<file path="config.mk">
export PLATFORM = sky130hd
export DESIGN_NAME = gmii_ethernet_frame_receiver_top_flat
export DESIGN_NICKNAME = d
export VERILOG_FILES = /design/src/rtl/gfr_pkg.sv /design/src/rtl/gfr_if.sv /design/src/rtl/gmii_ethernet_frame_receiver_top.sv /design/src/rtl/gfr_front.sv /design/src/rtl/gfr_queue.sv /design/src/rtl/gfr_back.sv /design/src/flat_wrapper.sv
export VERILOG_INCLUDE_DIRS = /design/src /design/src/rtl
export SDC_FILE = /design/constraint.sdc
export NUM_CORES = 1
export LEC_CHECK = 0
export ABC_AREA = 1
export BUFFER_PORTS_ARGS = -buffer_cell sky130_fd_sc_hd__buf_2
export CORE_UTILIZATION = 40
export DETAILED_ROUTE_END_ITERATION = 6
export PLACE_DENSITY_LB_ADDON = 0.1
export SYNTH_ARGS = -nofsm -noshare
export SYNTH_HDL_FRONTEND = slang
export SYNTH_SLANG_ARGS = --single-unit
</file>
<file path="constraint.sdc">
create_clock -name i_clk -period 8.05 [get_ports i_clk]
set_input_delay 2.415 -clock i_clk [delete_from_list [all_inputs] [get_ports i_clk]]
set_output_delay 2.415 -clock i_clk [all_outputs]
set_load 0.1 [all_outputs]
</file>
<file path="src/rtl/assert_macros.svh">
// Assertion helpers shared by the receiver RTL.
// Every check is clocked on the rising edge and held off while reset is low.
`ifndef ASSERT_MACROS_SVH
`define ASSERT_MACROS_SVH

// Plain property check.
`define GFR_ASSERT(label, clk, rst_n, prop, msg) \
    label: assert property (@(posedge clk) disable iff (!rst_n) (prop)) \
        else $error(msg);

// Same-cycle implication check.
`define GFR_ASSERT_IMP(label, clk, rst_n, ante, cons, msg) \
    label: assert property (@(posedge clk) disable iff (!rst_n) (ante) |-> (cons)) \
        else $error(msg);

// Next-cycle implication check.
`define GFR_ASSERT_NEXT(label, clk, rst_n, ante, cons, msg) \
    label: assert property (@(posedge clk) disable iff (!rst_n) (ante) |=> (cons)) \
        else $error(msg);

`endif

</file>
<file path="src/rtl/gfr_pkg.sv">
// Shared types, constants and the CRC-32 byte update for the GMII receiver.
// No dependencies.
`default_nettype none

package gfr_pkg;

    localparam int DELAY_DEPTH       = 5;
    localparam int QUEUE_DEPTH_DEF   = 4;

    localparam logic [7:0]  SFD_BYTE      = 8'hD5;
    localparam logic [15:0] HDR_BYTES     = 16'd14;
    localparam logic [15:0] LEN_HI_IDX    = 16'd13;
    localparam logic [15:0] LEN_LO_IDX    = 16'd12;
    localparam logic [15:0] MIN_FRAME     = 16'd64;
    localparam logic [15:0] MAX_FRAME     = 16'd1500;
    localparam logic [15:0] MAX_LENGTH    = 16'h05DC;
    localparam logic [15:0] COUNT_MAX     = 16'hFFFF;
    localparam logic [15:0] LEN_TYPE_INIT = 16'hFFFF;
    localparam logic [31:0] CRC_INIT      = 32'hFFFF_FFFF;
    localparam logic [31:0] CRC_POLY      = 32'hEDB8_8320;
    localparam logic [31:0] CRC_RESIDUE   = 32'hDEBB_20E3;

    typedef enum logic {
        CMD_BYTE,
        CMD_END
    } t_cmd_kind;

    // One unit of work handed from the front to the back.
    typedef struct packed {
        t_cmd_kind  kind;
        logic [7:0] data;
        logic       now_valid;
    } t_cmd;

    typedef struct packed {
        logic [7:0]  out_byte;
        logic        out_error;
        logic        out_last;
        logic        status_valid;
        logic [15:0] frame_bytes;
        logic        frame_good;
        logic        undersize;
        logic        oversize;
        logic        length_error;
        logic        crc_error;
    } t_result;

    // Reflected CRC-32, one byte.
    function automatic logic [31:0] crc32_byte(input logic [31:0] crc, input logic [7:0] b);
        logic [31:0] c;
        c = crc ^ {24'd0, b};
        for (int k = 0; k < 8; k++) begin
            c = c[0] ? ((c >> 1) ^ CRC_POLY) : (c >> 1);
        end
        return c;
    endfunction

endpackage

`default_nettype wire

</file>
<file path="src/rtl/gfr_if.sv">
// Valid/ready stream interfaces for the GMII receiver: GMII side and frame side.
// No dependencies.
`default_nettype none

interface gfr_rx_if;
    logic       valid;
    logic       ready;
    logic       rx_valid;
    logic [7:0] rx_byte;

    modport source (output valid, output rx_valid, output rx_byte, input ready);
    modport sink   (input valid, input rx_valid, input rx_byte, output ready);
endinterface

interface gfr_out_if;
    logic        valid;
    logic        ready;
    logic [7:0]  out_byte;
    logic        out_error;
    logic        out_last;
    logic        status_valid;
    logic [15:0] frame_bytes;
    logic        frame_good;
    logic        undersize;
    logic        oversize;
    logic        length_error;
    logic        crc_error;

    modport source (
        output valid, output out_byte, output out_error, output out_last,
        output status_valid, output frame_bytes, output frame_good,
        output undersize, output oversize, output length_error,
        output crc_error, input ready
    );
    modport sink (
        input valid, input out_byte, input out_error, input out_last,
        input status_valid, input frame_bytes, input frame_good,
        input undersize, input oversize, input length_error,
        input crc_error, output ready
    );
endinterface

`default_nettype wire

</file>
<file path="src/rtl/gmii_ethernet_frame_receiver_top.sv">
// Top level of the GMII frame receiver: front end, command queue, back end.
// Depends on gfr_pkg, gfr_if, gfr_front, gfr_queue, gfr_back.
//
//   channel  dir  handshake                 payload
//   i_rx     in   i_rx.valid / i_rx.ready   rx_valid, rx_byte (one GMII cycle)
//   o_out    out  o_out.valid / o_out.ready frame byte, last, error, status
//
// One GMII beat is accepted per cycle while the queue has room. A frame byte
// passes the five-beat delay line, the command queue and the output register.
// The back end sets throughput: one command a cycle unless the output stalls.
// Synchronous active-low reset clears the delay line, phase, queue and frame
// state. A stalled output fills the queue; i_rx.ready drops when it is full.
`default_nettype none

module gmii_ethernet_frame_receiver_top #(
    parameter int QUEUE_DEPTH = gfr_pkg::QUEUE_DEPTH_DEF
) (
    input  wire        i_clk,
    input  wire        i_rst_n,
    gfr_rx_if.sink     i_rx,
    gfr_out_if.source  o_out
);
    import gfr_pkg::*;

    logic q_full;
    logic push;
    t_cmd push_cmd;
    logic q_valid;
    t_cmd q_cmd;
    logic pop;

    gfr_front u_front (
        .i_clk    (i_clk),
        .i_rst_n  (i_rst_n),
        .i_rx     (i_rx),
        .i_q_full (q_full),
        .o_push   (push),
        .o_cmd    (push_cmd)
    );

    gfr_queue #(
        .DEPTH (QUEUE_DEPTH)
    ) u_queue (
        .i_clk   (i_clk),
        .i_rst_n (i_rst_n),
        .i_push  (push),
        .i_cmd   (push_cmd),
        .o_full  (q_full),
        .o_valid (q_valid),
        .o_cmd   (q_cmd),
        .i_pop   (pop)
    );

    gfr_back u_back (
        .i_clk       (i_clk),
        .i_rst_n     (i_rst_n),
        .i_cmd_valid (q_valid),
        .i_cmd       (q_cmd),
        .o_pop       (pop),
        .o_out       (o_out)
    );

endmodule

`default_nettype wire

</file>
<file path="src/rtl/gfr_front.sv">
// Front end: GMII delay line and delimiter/frame phase tracking.
// Emits byte and end-of-frame commands. Depends on gfr_pkg, gfr_rx_if.
`default_nettype none

module gfr_front (
    input  wire               i_clk,
    input  wire               i_rst_n,
    gfr_rx_if.sink            i_rx,
    input  wire               i_q_full,
    output logic              o_push,
    output gfr_pkg::t_cmd     o_cmd
);
    import gfr_pkg::*;

    typedef enum logic [1:0] {
        PH_HUNT,
        PH_FIRST,
        PH_DATA,
        PH_DRAIN
    } t_phase;

    typedef struct packed {
        logic       v;
        logic [7:0] b;
    } t_tap;

    t_tap   r_line [DELAY_DEPTH];
    t_phase r_phase;
    t_phase n_phase;
    t_tap   cur;
    logic   accept;

    assign i_rx.ready = !i_q_full;
    assign accept     = i_rx.valid && !i_q_full;
    assign cur        = r_line[DELAY_DEPTH-1];

    always_comb begin
        n_phase         = r_phase;
        o_push          = 1'b0;
        o_cmd.kind      = CMD_BYTE;
        o_cmd.data      = cur.b;
        o_cmd.now_valid = i_rx.rx_valid;
        if (accept) begin
            case (r_phase)
                PH_HUNT: begin
                    if (cur.v && cur.b == SFD_BYTE) begin
                        n_phase = PH_FIRST;
                    end
                end
                PH_FIRST: begin
                    // byte right after the delimiter goes in without a valid check
                    o_push  = 1'b1;
                    n_phase = PH_DATA;
                end
                PH_DATA: begin
                    o_push = 1'b1;
                    if (!cur.v) begin
                        o_cmd.kind = CMD_END;
                        n_phase    = PH_DRAIN;
                    end
                end
                PH_DRAIN: begin
                    n_phase = PH_HUNT;
                end
                default: begin
                    n_phase = PH_HUNT;
                end
            endcase
        end
    end

    always_ff @(posedge i_clk) begin
        if (!i_rst_n) begin
            r_phase <= PH_HUNT;
            for (int i = 0; i < DELAY_DEPTH; i++) begin
                r_line[i] <= '0;
            end
        end else begin
            r_phase <= n_phase;
            if (accept) begin
                r_line[0] <= '{v: i_rx.rx_valid, b: i_rx.rx_byte};
                for (int i = 1; i < DELAY_DEPTH; i++) begin
                    r_line[i] <= r_line[i-1];
                end
            end
        end
    end

endmodule

`default_nettype wire

</file>
<file path="src/rtl/gfr_queue.sv">
// Small command FIFO between the front and back ends.
// Depends on gfr_pkg and assert_macros.svh.
`default_nettype none

module gfr_queue #(
    parameter int DEPTH = gfr_pkg::QUEUE_DEPTH_DEF
) (
    input  wire               i_clk,
    input  wire               i_rst_n,
    input  wire               i_push,
    input  gfr_pkg::t_cmd     i_cmd,
    output logic              o_full,
    output logic              o_valid,
    output gfr_pkg::t_cmd     o_cmd,
    input  wire               i_pop
);
    import gfr_pkg::*;
    `include "assert_macros.svh"

    localparam int PW = (DEPTH > 1) ? $clog2(DEPTH) : 1;
    localparam int CW = $clog2(DEPTH + 1);

    t_cmd          r_mem [DEPTH];
    logic [PW-1:0] r_wr;
    logic [PW-1:0] r_rd;
    logic [CW-1:0] r_count;
    logic          pop;

    function automatic logic [PW-1:0] wrap_inc(input logic [PW-1:0] p);
        return (p == PW'(DEPTH - 1)) ? '0 : p + 1'b1;
    endfunction

    assign o_full  = (r_count == CW'(DEPTH));
    assign o_valid = (r_count != '0);
    assign o_cmd   = r_mem[r_rd];
    assign pop     = i_pop && o_valid;

    always_ff @(posedge i_clk) begin
        if (i_push) begin
            r_mem[r_wr] <= i_cmd;
        end
    end

    always_ff @(posedge i_clk) begin
        if (!i_rst_n) begin
            r_wr    <= '0;
            r_rd    <= '0;
            r_count <= '0;
        end else begin
            if (i_push) begin
                r_wr <= wrap_inc(r_wr);
            end
            if (pop) begin
                r_rd <= wrap_inc(r_rd);
            end
            case ({i_push, pop})
                2'b10:   r_count <= r_count + 1'b1;
                2'b01:   r_count <= r_count - 1'b1;
                default: r_count <= r_count;
            endcase
        end
    end

    `GFR_ASSERT(a_count_bound, i_clk, i_rst_n, r_count <= CW'(DEPTH), "queue count above depth")
    `GFR_ASSERT_IMP(a_no_overflow, i_clk, i_rst_n, i_push, !o_full, "push into full queue")

endmodule

`default_nettype wire

</file>
<file path="src/rtl/gfr_back.sv">
// Back end: frame counters, length/type capture, CRC-32 and status, with
// the output register. Depends on gfr_pkg, gfr_out_if, assert_macros.svh.
`default_nettype none

module gfr_back (
    input  wire               i_clk,
    input  wire               i_rst_n,
    input  wire               i_cmd_valid,
    input  gfr_pkg::t_cmd     i_cmd,
    output logic              o_pop,
    gfr_out_if.source         o_out
);
    import gfr_pkg::*;
    `include "assert_macros.svh"

    logic [15:0] r_byte_count,   n_byte_count;
    logic [15:0] r_payload_count, n_payload_count;
    logic [15:0] r_length_type,  n_length_type;
    logic        r_fwd_on,       n_fwd_on;
    logic [31:0] r_crc,          n_crc;
    logic [7:0]  r_held,         n_held;
    logic        r_res_valid;
    t_result     r_res;
    t_result     res;
    logic        emit;
    logic        take;
    logic        fcs_err, under, over, len_err, good;

    assign take  = i_cmd_valid && (!r_res_valid || o_out.ready);
    assign o_pop = take;

    assign fcs_err = (r_crc != CRC_RESIDUE);
    assign under   = (r_byte_count < MIN_FRAME);
    assign over    = (r_byte_count > MAX_FRAME);
    assign len_err = (r_length_type <= MAX_LENGTH) && (r_length_type != r_payload_count);
    assign good    = !(fcs_err || under || over || len_err);

    always_comb begin
        n_byte_count    = r_byte_count;
        n_payload_count = r_payload_count;
        n_length_type   = r_length_type;
        n_fwd_on        = r_fwd_on;
        n_crc           = r_crc;
        n_held          = r_held;
        emit            = 1'b0;
        res             = '0;
        res.out_byte    = i_cmd.data;
        case (i_cmd.kind)
            CMD_BYTE: begin
                if (r_byte_count < HDR_BYTES) begin
                    emit = 1'b1;
                    if (r_byte_count == LEN_LO_IDX) begin
                        n_length_type = {r_length_type[15:8], i_cmd.data};
                    end else if (r_byte_count == LEN_HI_IDX) begin
                        n_length_type = {r_length_type[7:0], i_cmd.data};
                    end
                end else if (r_fwd_on) begin
                    n_payload_count = r_payload_count + 1'b1;
                    if (i_cmd.now_valid && r_length_type != '0 &&
                        r_payload_count < r_length_type - 1'b1) begin
                        emit = 1'b1;
                    end else begin
                        // first byte not forwarded is kept for the last beat
                        n_held   = i_cmd.data;
                        n_fwd_on = 1'b0;
                    end
                end
                if (r_byte_count != COUNT_MAX) begin
                    n_byte_count = r_byte_count + 1'b1;
                end
                n_crc = crc32_byte(r_crc, i_cmd.data);
            end
            CMD_END: begin
                emit             = 1'b1;
                res.out_byte     = r_held;
                res.out_error    = !good;
                res.out_last     = 1'b1;
                res.status_valid = 1'b1;
                res.frame_bytes  = r_byte_count;
                res.frame_good   = good;
                res.undersize    = under;
                res.oversize     = over;
                res.length_error = len_err;
                res.crc_error    = fcs_err;
                n_byte_count     = '0;
                n_payload_count  = '0;
                n_length_type    = LEN_TYPE_INIT;
                n_fwd_on         = 1'b1;
                n_crc            = CRC_INIT;
            end
            default: begin
                emit = 1'b0;
            end
        endcase
    end

    always_ff @(posedge i_clk) begin
        if (!i_rst_n) begin
            r_byte_count    <= '0;
            r_payload_count <= '0;
            r_length_type   <= LEN_TYPE_INIT;
            r_fwd_on        <= 1'b1;
            r_crc           <= CRC_INIT;
            r_held          <= '0;
            r_res_valid     <= 1'b0;
        end else begin
            if (take) begin
                r_byte_count    <= n_byte_count;
                r_payload_count <= n_payload_count;
                r_length_type   <= n_length_type;
                r_fwd_on        <= n_fwd_on;
                r_crc           <= n_crc;
                r_held          <= n_held;
            end
            if (take && emit) begin
                r_res_valid <= 1'b1;
            end else if (o_out.ready) begin
                r_res_valid <= 1'b0;
            end
        end
    end

    always_ff @(posedge i_clk) begin
        if (take && emit) begin
            r_res <= res;
        end
    end

    assign o_out.valid        = r_res_valid;
    assign o_out.out_byte     = r_res.out_byte;
    assign o_out.out_error    = r_res.out_error;
    assign o_out.out_last     = r_res.out_last;
    assign o_out.status_valid = r_res.status_valid;
    assign o_out.frame_bytes  = r_res.frame_bytes;
    assign o_out.frame_good   = r_res.frame_good;
    assign o_out.undersize    = r_res.undersize;
    assign o_out.oversize     = r_res.oversize;
    assign o_out.length_error = r_res.length_error;
    assign o_out.crc_error    = r_res.crc_error;

    `GFR_ASSERT_NEXT(a_end_restart, i_clk, i_rst_n, take && i_cmd.kind == CMD_END,
        r_byte_count == '0 && r_crc == CRC_INIT && r_fwd_on, "frame state not restarted")
    `GFR_ASSERT_IMP(a_last_status, i_clk, i_rst_n, r_res_valid,
        r_res.out_last == r_res.status_valid, "last beat and status disagree")

endmodule

`default_nettype wire

</file>
<file path="src/flat_wrapper.sv">
// flat-port wrapper written by rule: the top's interface ports become plain ports
module gmii_ethernet_frame_receiver_top_flat import gfr_pkg::*;
#(
    parameter int QUEUE_DEPTH = gfr_pkg::QUEUE_DEPTH_DEF
)
  (i_clk, i_rst_n, i_rx_valid, i_rx_rx_valid, i_rx_rx_byte, i_rx_ready, o_out_valid, o_out_out_byte, o_out_out_error, o_out_out_last, o_out_status_valid, o_out_frame_bytes, o_out_frame_good, o_out_undersize, o_out_oversize, o_out_length_error, o_out_crc_error, o_out_ready);
  gfr_rx_if i_rx_i ();
  gfr_out_if o_out_i ();
  input  wire i_clk;
  input  wire i_rst_n;
  input wire logic [$bits(i_rx_i.valid)-1:0] i_rx_valid;
  input wire logic [$bits(i_rx_i.rx_valid)-1:0] i_rx_rx_valid;
  input wire logic [$bits(i_rx_i.rx_byte)-1:0] i_rx_rx_byte;
  output wire logic [$bits(i_rx_i.ready)-1:0] i_rx_ready;
  output wire logic [$bits(o_out_i.valid)-1:0] o_out_valid;
  output wire logic [$bits(o_out_i.out_byte)-1:0] o_out_out_byte;
  output wire logic [$bits(o_out_i.out_error)-1:0] o_out_out_error;
  output wire logic [$bits(o_out_i.out_last)-1:0] o_out_out_last;
  output wire logic [$bits(o_out_i.status_valid)-1:0] o_out_status_valid;
  output wire logic [$bits(o_out_i.frame_bytes)-1:0] o_out_frame_bytes;
  output wire logic [$bits(o_out_i.frame_good)-1:0] o_out_frame_good;
  output wire logic [$bits(o_out_i.undersize)-1:0] o_out_undersize;
  output wire logic [$bits(o_out_i.oversize)-1:0] o_out_oversize;
  output wire logic [$bits(o_out_i.length_error)-1:0] o_out_length_error;
  output wire logic [$bits(o_out_i.crc_error)-1:0] o_out_crc_error;
  input wire logic [$bits(o_out_i.ready)-1:0] o_out_ready;
  assign i_rx_i.valid = i_rx_valid;
  assign i_rx_i.rx_valid = i_rx_rx_valid;
  assign i_rx_i.rx_byte = i_rx_rx_byte;
  assign i_rx_ready = i_rx_i.ready;
  assign o_out_valid = o_out_i.valid;
  assign o_out_out_byte = o_out_i.out_byte;
  assign o_out_out_error = o_out_i.out_error;
  assign o_out_out_last = o_out_i.out_last;
  assign o_out_status_valid = o_out_i.status_valid;
  assign o_out_frame_bytes = o_out_i.frame_bytes;
  assign o_out_frame_good = o_out_i.frame_good;
  assign o_out_undersize = o_out_i.undersize;
  assign o_out_oversize = o_out_i.oversize;
  assign o_out_length_error = o_out_i.length_error;
  assign o_out_crc_error = o_out_i.crc_error;
  assign o_out_i.ready = o_out_ready;
  gmii_ethernet_frame_receiver_top #(.QUEUE_DEPTH(QUEUE_DEPTH)) u_core (.i_clk(i_clk), .i_rst_n(i_rst_n), .i_rx(i_rx_i), .o_out(o_out_i));
endmodule
</file>
==> impl_metrics.py <==
metrics = {
    "run_status": {
        "status": "complete, no violations",
    },
    "grt": {
        "antenna_found_initial": 0,
        "grt_pass1_vias": 8114,
        "grt_max_degree": 56,
        "grtUsageTotal_pct": 19.4,
        "gr-total-overflow": 0,
        "grt_pass1_wl_um": 43500,
    },
    "detailed_routing": {
        "drc": 0,
        "drt-pass1-iter-count": 5,
        "drtIter0Drc": 517,
        "ant_nets": 0,
        "wirelength_um": 26900,
        "wl_per_cell_um": 15.7,
        "vias_per_cell": 5.02,
        "vias": 8574,
    },
    "worst_setup_path": {
        "timing.rr.start": "u_core.u_back.r_length_type[2]$_SDFFE_PN1P_",
        "r2r_slack_ns": 4.42,
        "critPathLaunchType": "input pin",
        "critPathKind": "in -> reg",
        "cp.arrival_ns": 5.08,
        "reg2reg_to": "u_core.u_back.o_out.length_error$_SDFFCE_PN0P_",
        "reg2reg_depth": 18,
        "cp_max_fo": 41,
        "critPathRequiredTime_ns": 8.48,
        "cp-end-kind": "flip-flop",
    },
    "synthesis": {
        "ys_seq_elements": 217,
        "ys_warn_count": 0,
        "synth.avg_cell_area_um2": 8.41,
        "synth_top_cell_by_area": "edfxtp_1",
        "syn_inst": 1310,
        "synth-edff-count": 116,
        "synth_top_area_share_pct": 31.6,
        "syn_area_um2": 11000,
        "synth_fp_nets": 1353,
        "async_flop_share_pct": 0,
        "yosysSeqAreaShare_pct": 50.0,
        "synthFlopType": "edfxtp_1",
        "synth_cell_type_count": 41,
        "synthTopCellsByArea": "edfxtp_1 (32%), dfxtp_1 (18%), nand2_1 (9.7%)",
    },
    "die": {
        "die_area_um2": 28200,
        "die_h_um": 168,
        "core_um2": 27000,
        "initial_utilization_pct": 40.8,
        "io_pins": 47,
        "row_count": 60,
        "die_x_um": 168,
    },
    "timing": {
        "grt_setup_unrepaired": "false",
        "fin_ws_ns": 3.40,
        "worstMarginPinSlew_ns": 1.05,
        "tns_ns": 0,
        "period_needed_ns": 4.65,
        "finalSetupViolCount": 0,
        "period_share_pct": 57.7,
        "timing.fmax_ghz": 0.215,
        "finalMaxSlewViolations": 0,
        "relSlewSlack_pct": 29.5,
        "hold_viol": 0,
        "fin_skew_ns": 0.0264,
    },
    "finish": {
        "final_nets": 1390,
        "final_cell_count_no_fill": 1707,
        "areaGrowthSynthToFinish_pct": 12.3,
        "filler_cell_count": 2632,
        "final_layout_size_suffix_gt1_share_pct": 10.4,
        "num_antenna_cells": 0,
    },
    "min_path": {
        "hold_path_end": "u_core.u_queue.r_count[0]$_SDFFE_PN0P_",
        "min_from": "u_core.u_queue.r_count[0]$_SDFFE_PN0P_",
        "hold_depth": 1,
        "hp-class": "reg -> reg",
    },
    "place": {
        "dp_cells": 1661,
        "dp_hpwl_um": 18800,
        "place_congestion": 0.892,
        "pre_cts_ws_ns": 2.85,
        "port_buffers": 46,
    },
    "clocking": {
        "clock_path_buffers": 3,
        "insertion_delay_ns": 0.54,
        "cts.clk_slew.worst_paths_ns": 0.06,
        "ctsHoldBuffers": 0,
        "cts_resized": 0,
        "clkSinkCount": 217,
        "postCtsSetupBuffers": 0,
        "root_buffer": "clkbuf_16",
        "htreeDepth": 1,
        "cts_made_buffers": 25,
        "cts_tree": "done",
    },
    "job": {
        "cap_violations": 0,
    },
}
## flip-flops by register name, indices dropped and copies added (netlist names), 2 cells and up, named ones only
signal / count
u_core.u_back.r_held: 8
u_core.u_front.r_line: 45
u_core.u_back.o_out.frame_bytes: 16
u_core.u_back.o_out.out_byte: 8
u_core.u_front.r_phase: 2
u_core.u_queue.r_rd: 2
u_core.u_back.r_length_type: 16
u_core.u_queue.r_mem: 40
u_core.u_back.r_payload_count: 16
u_core.u_queue.r_count: 3
u_core.u_queue.r_wr: 2
u_core.u_back.r_byte_count: 16
u_core.u_back.r_crc: 32
## how the worst max path moves through the flow
stage	from	cells past startpoint	to
2_1_floorplan	o_out_ready	13	u_core.u_queue.r_count[2]$_SDFFE_PN0P_
6_report	o_out_ready	14	u_core.u_back.r_byte_count[10]$_SDFFE_PN0P_
4_1_cts	o_out_ready	14	u_core.u_back.r_byte_count[10]$_SDFFE_PN0P_
3_5_place_dp	o_out_ready	14	u_core.u_back.r_byte_count[10]$_SDFFE_PN0P_
5_1_grt	o_out_ready	14	u_core.u_back.r_byte_count[10]$_SDFFE_PN0P_
3_3_place_gp	o_out_ready	14	u_core.u_back.r_byte_count[10]$_SDFFE_PN0P_
## synthesized netlist by cell type, types with 2 or more instances
library cell  count
o2111ai_1         4
a21oi_1          70
xor2_2            2
o211ai_1         17
nor4_1            9
inv_1           164
inv_2            10
xor2_1           52
edfxtp_1        116
nand3_2           3
buf_4             5
nand2_4           3
o21a_1           10
or2_2             4
nand3_1          87
a22oi_1           2
nor2_2            5
a31oi_1           3
buf_2            11
buf_1             5
nor3_1           17
nand4_1          28
dfxtp_1         101
xor2_4            3
o21ai_1           9
nand2_2          20
o21ai_0          46
ha_1             29
xnor2_1           7
nand3b_1          3
nor2_1          139
a211oi_1         11
buf_6             2
nand2_1         286
clkbuf_1         21
## metrics by stage
stage          hold WS [ns]  utilization (%)  cell area, um^2
2_1_floorplan         0.422                -            11000
5_1_grt               0.477             45.8            12400
3_3_place_gp          0.441             42.7            11500
4_1_cts               0.453             45.8            12400
3_5_place_dp          0.445             42.7            11500
6_report              0.447             45.8            12400
## final cells by class
type / count / area (um^2) / area share [%]
Sequential cell: 217 / 5510 / 44.5
Timing Repair Buffer: 54 / 290 / 2.34
Clock buffer: 36 / 697 / 5.63
Clock inverter: 10 / 156 / 1.26
Multi-Input combinational cell: 875 / 4650 / 37.6
Inverter: 174 / 653 / 5.28
Tap cell: 341 / 427 / 3.45
## placed cells by master, fill, tap and decap left out, drive strengths merged
cell type and n:
o41ai 1, nand2 309, ha 29, o211ai 17, o2111ai 4, o21a 10, o22ai 1, xnor2 7
o211a 1, bufinv 4, nand3b 3, nor4 9, or2 5, a2bb2oi 1, edfxtp 116, o21ai 55
a31oi 3, a21oi 70, nor3 17, a22oi 2, fa 1, a211oi 11, clkinvlp 1, inv 176
dfxtp 101, xor2 57, clkinv 3, buf 54, nand3 90, nor2 144, clkbuf 36, nand4 28
## critical path, cell delays in order
cell     delay (ns)
buf_2          0.08
inv_1          0.03
nand2_1        0.09
nand2_1        0.06
buf_4          0.25
inv_1          0.09
buf_4          0.39
nand2_4        0.16
inv_2          0.16
nor2_2         0.04
buf_4          0.24
inv_1          0.66
o21ai_0        0.23
o21a_1         0.15
## cells by family (layout without fill, tap and decap cells)
kind of cell	Yosys count	after routing	synth area share (%)
and+or+nand+nor	605	605	23.8
buffers and inverters	218	274	7.86
DFF	217	217	50.0
AOI/OAI and AO/OA	176	176	9.20
xor gates and xnor gates	64	64	5.73
adders and majority gates	30	30	3.47
## per-layer routing
| layer | part of all wire (%) | track usage (%) | vias up |
|---|---|---|---|
| met5 | 0 | 0 | - |
| met4 | 1.6 | 4.47 | 0 |
| met3 | 4.8 | 3.08 | 30 |
| met2 | 44 | 30.8 | 168 |
| met1 | 50 | 27.7 | 3988 |
| li1 | - | - | 4388 |
Power is not shown: default switching activity piles up to over one toggle a cycle in this logic, so the estimate is an artifact.
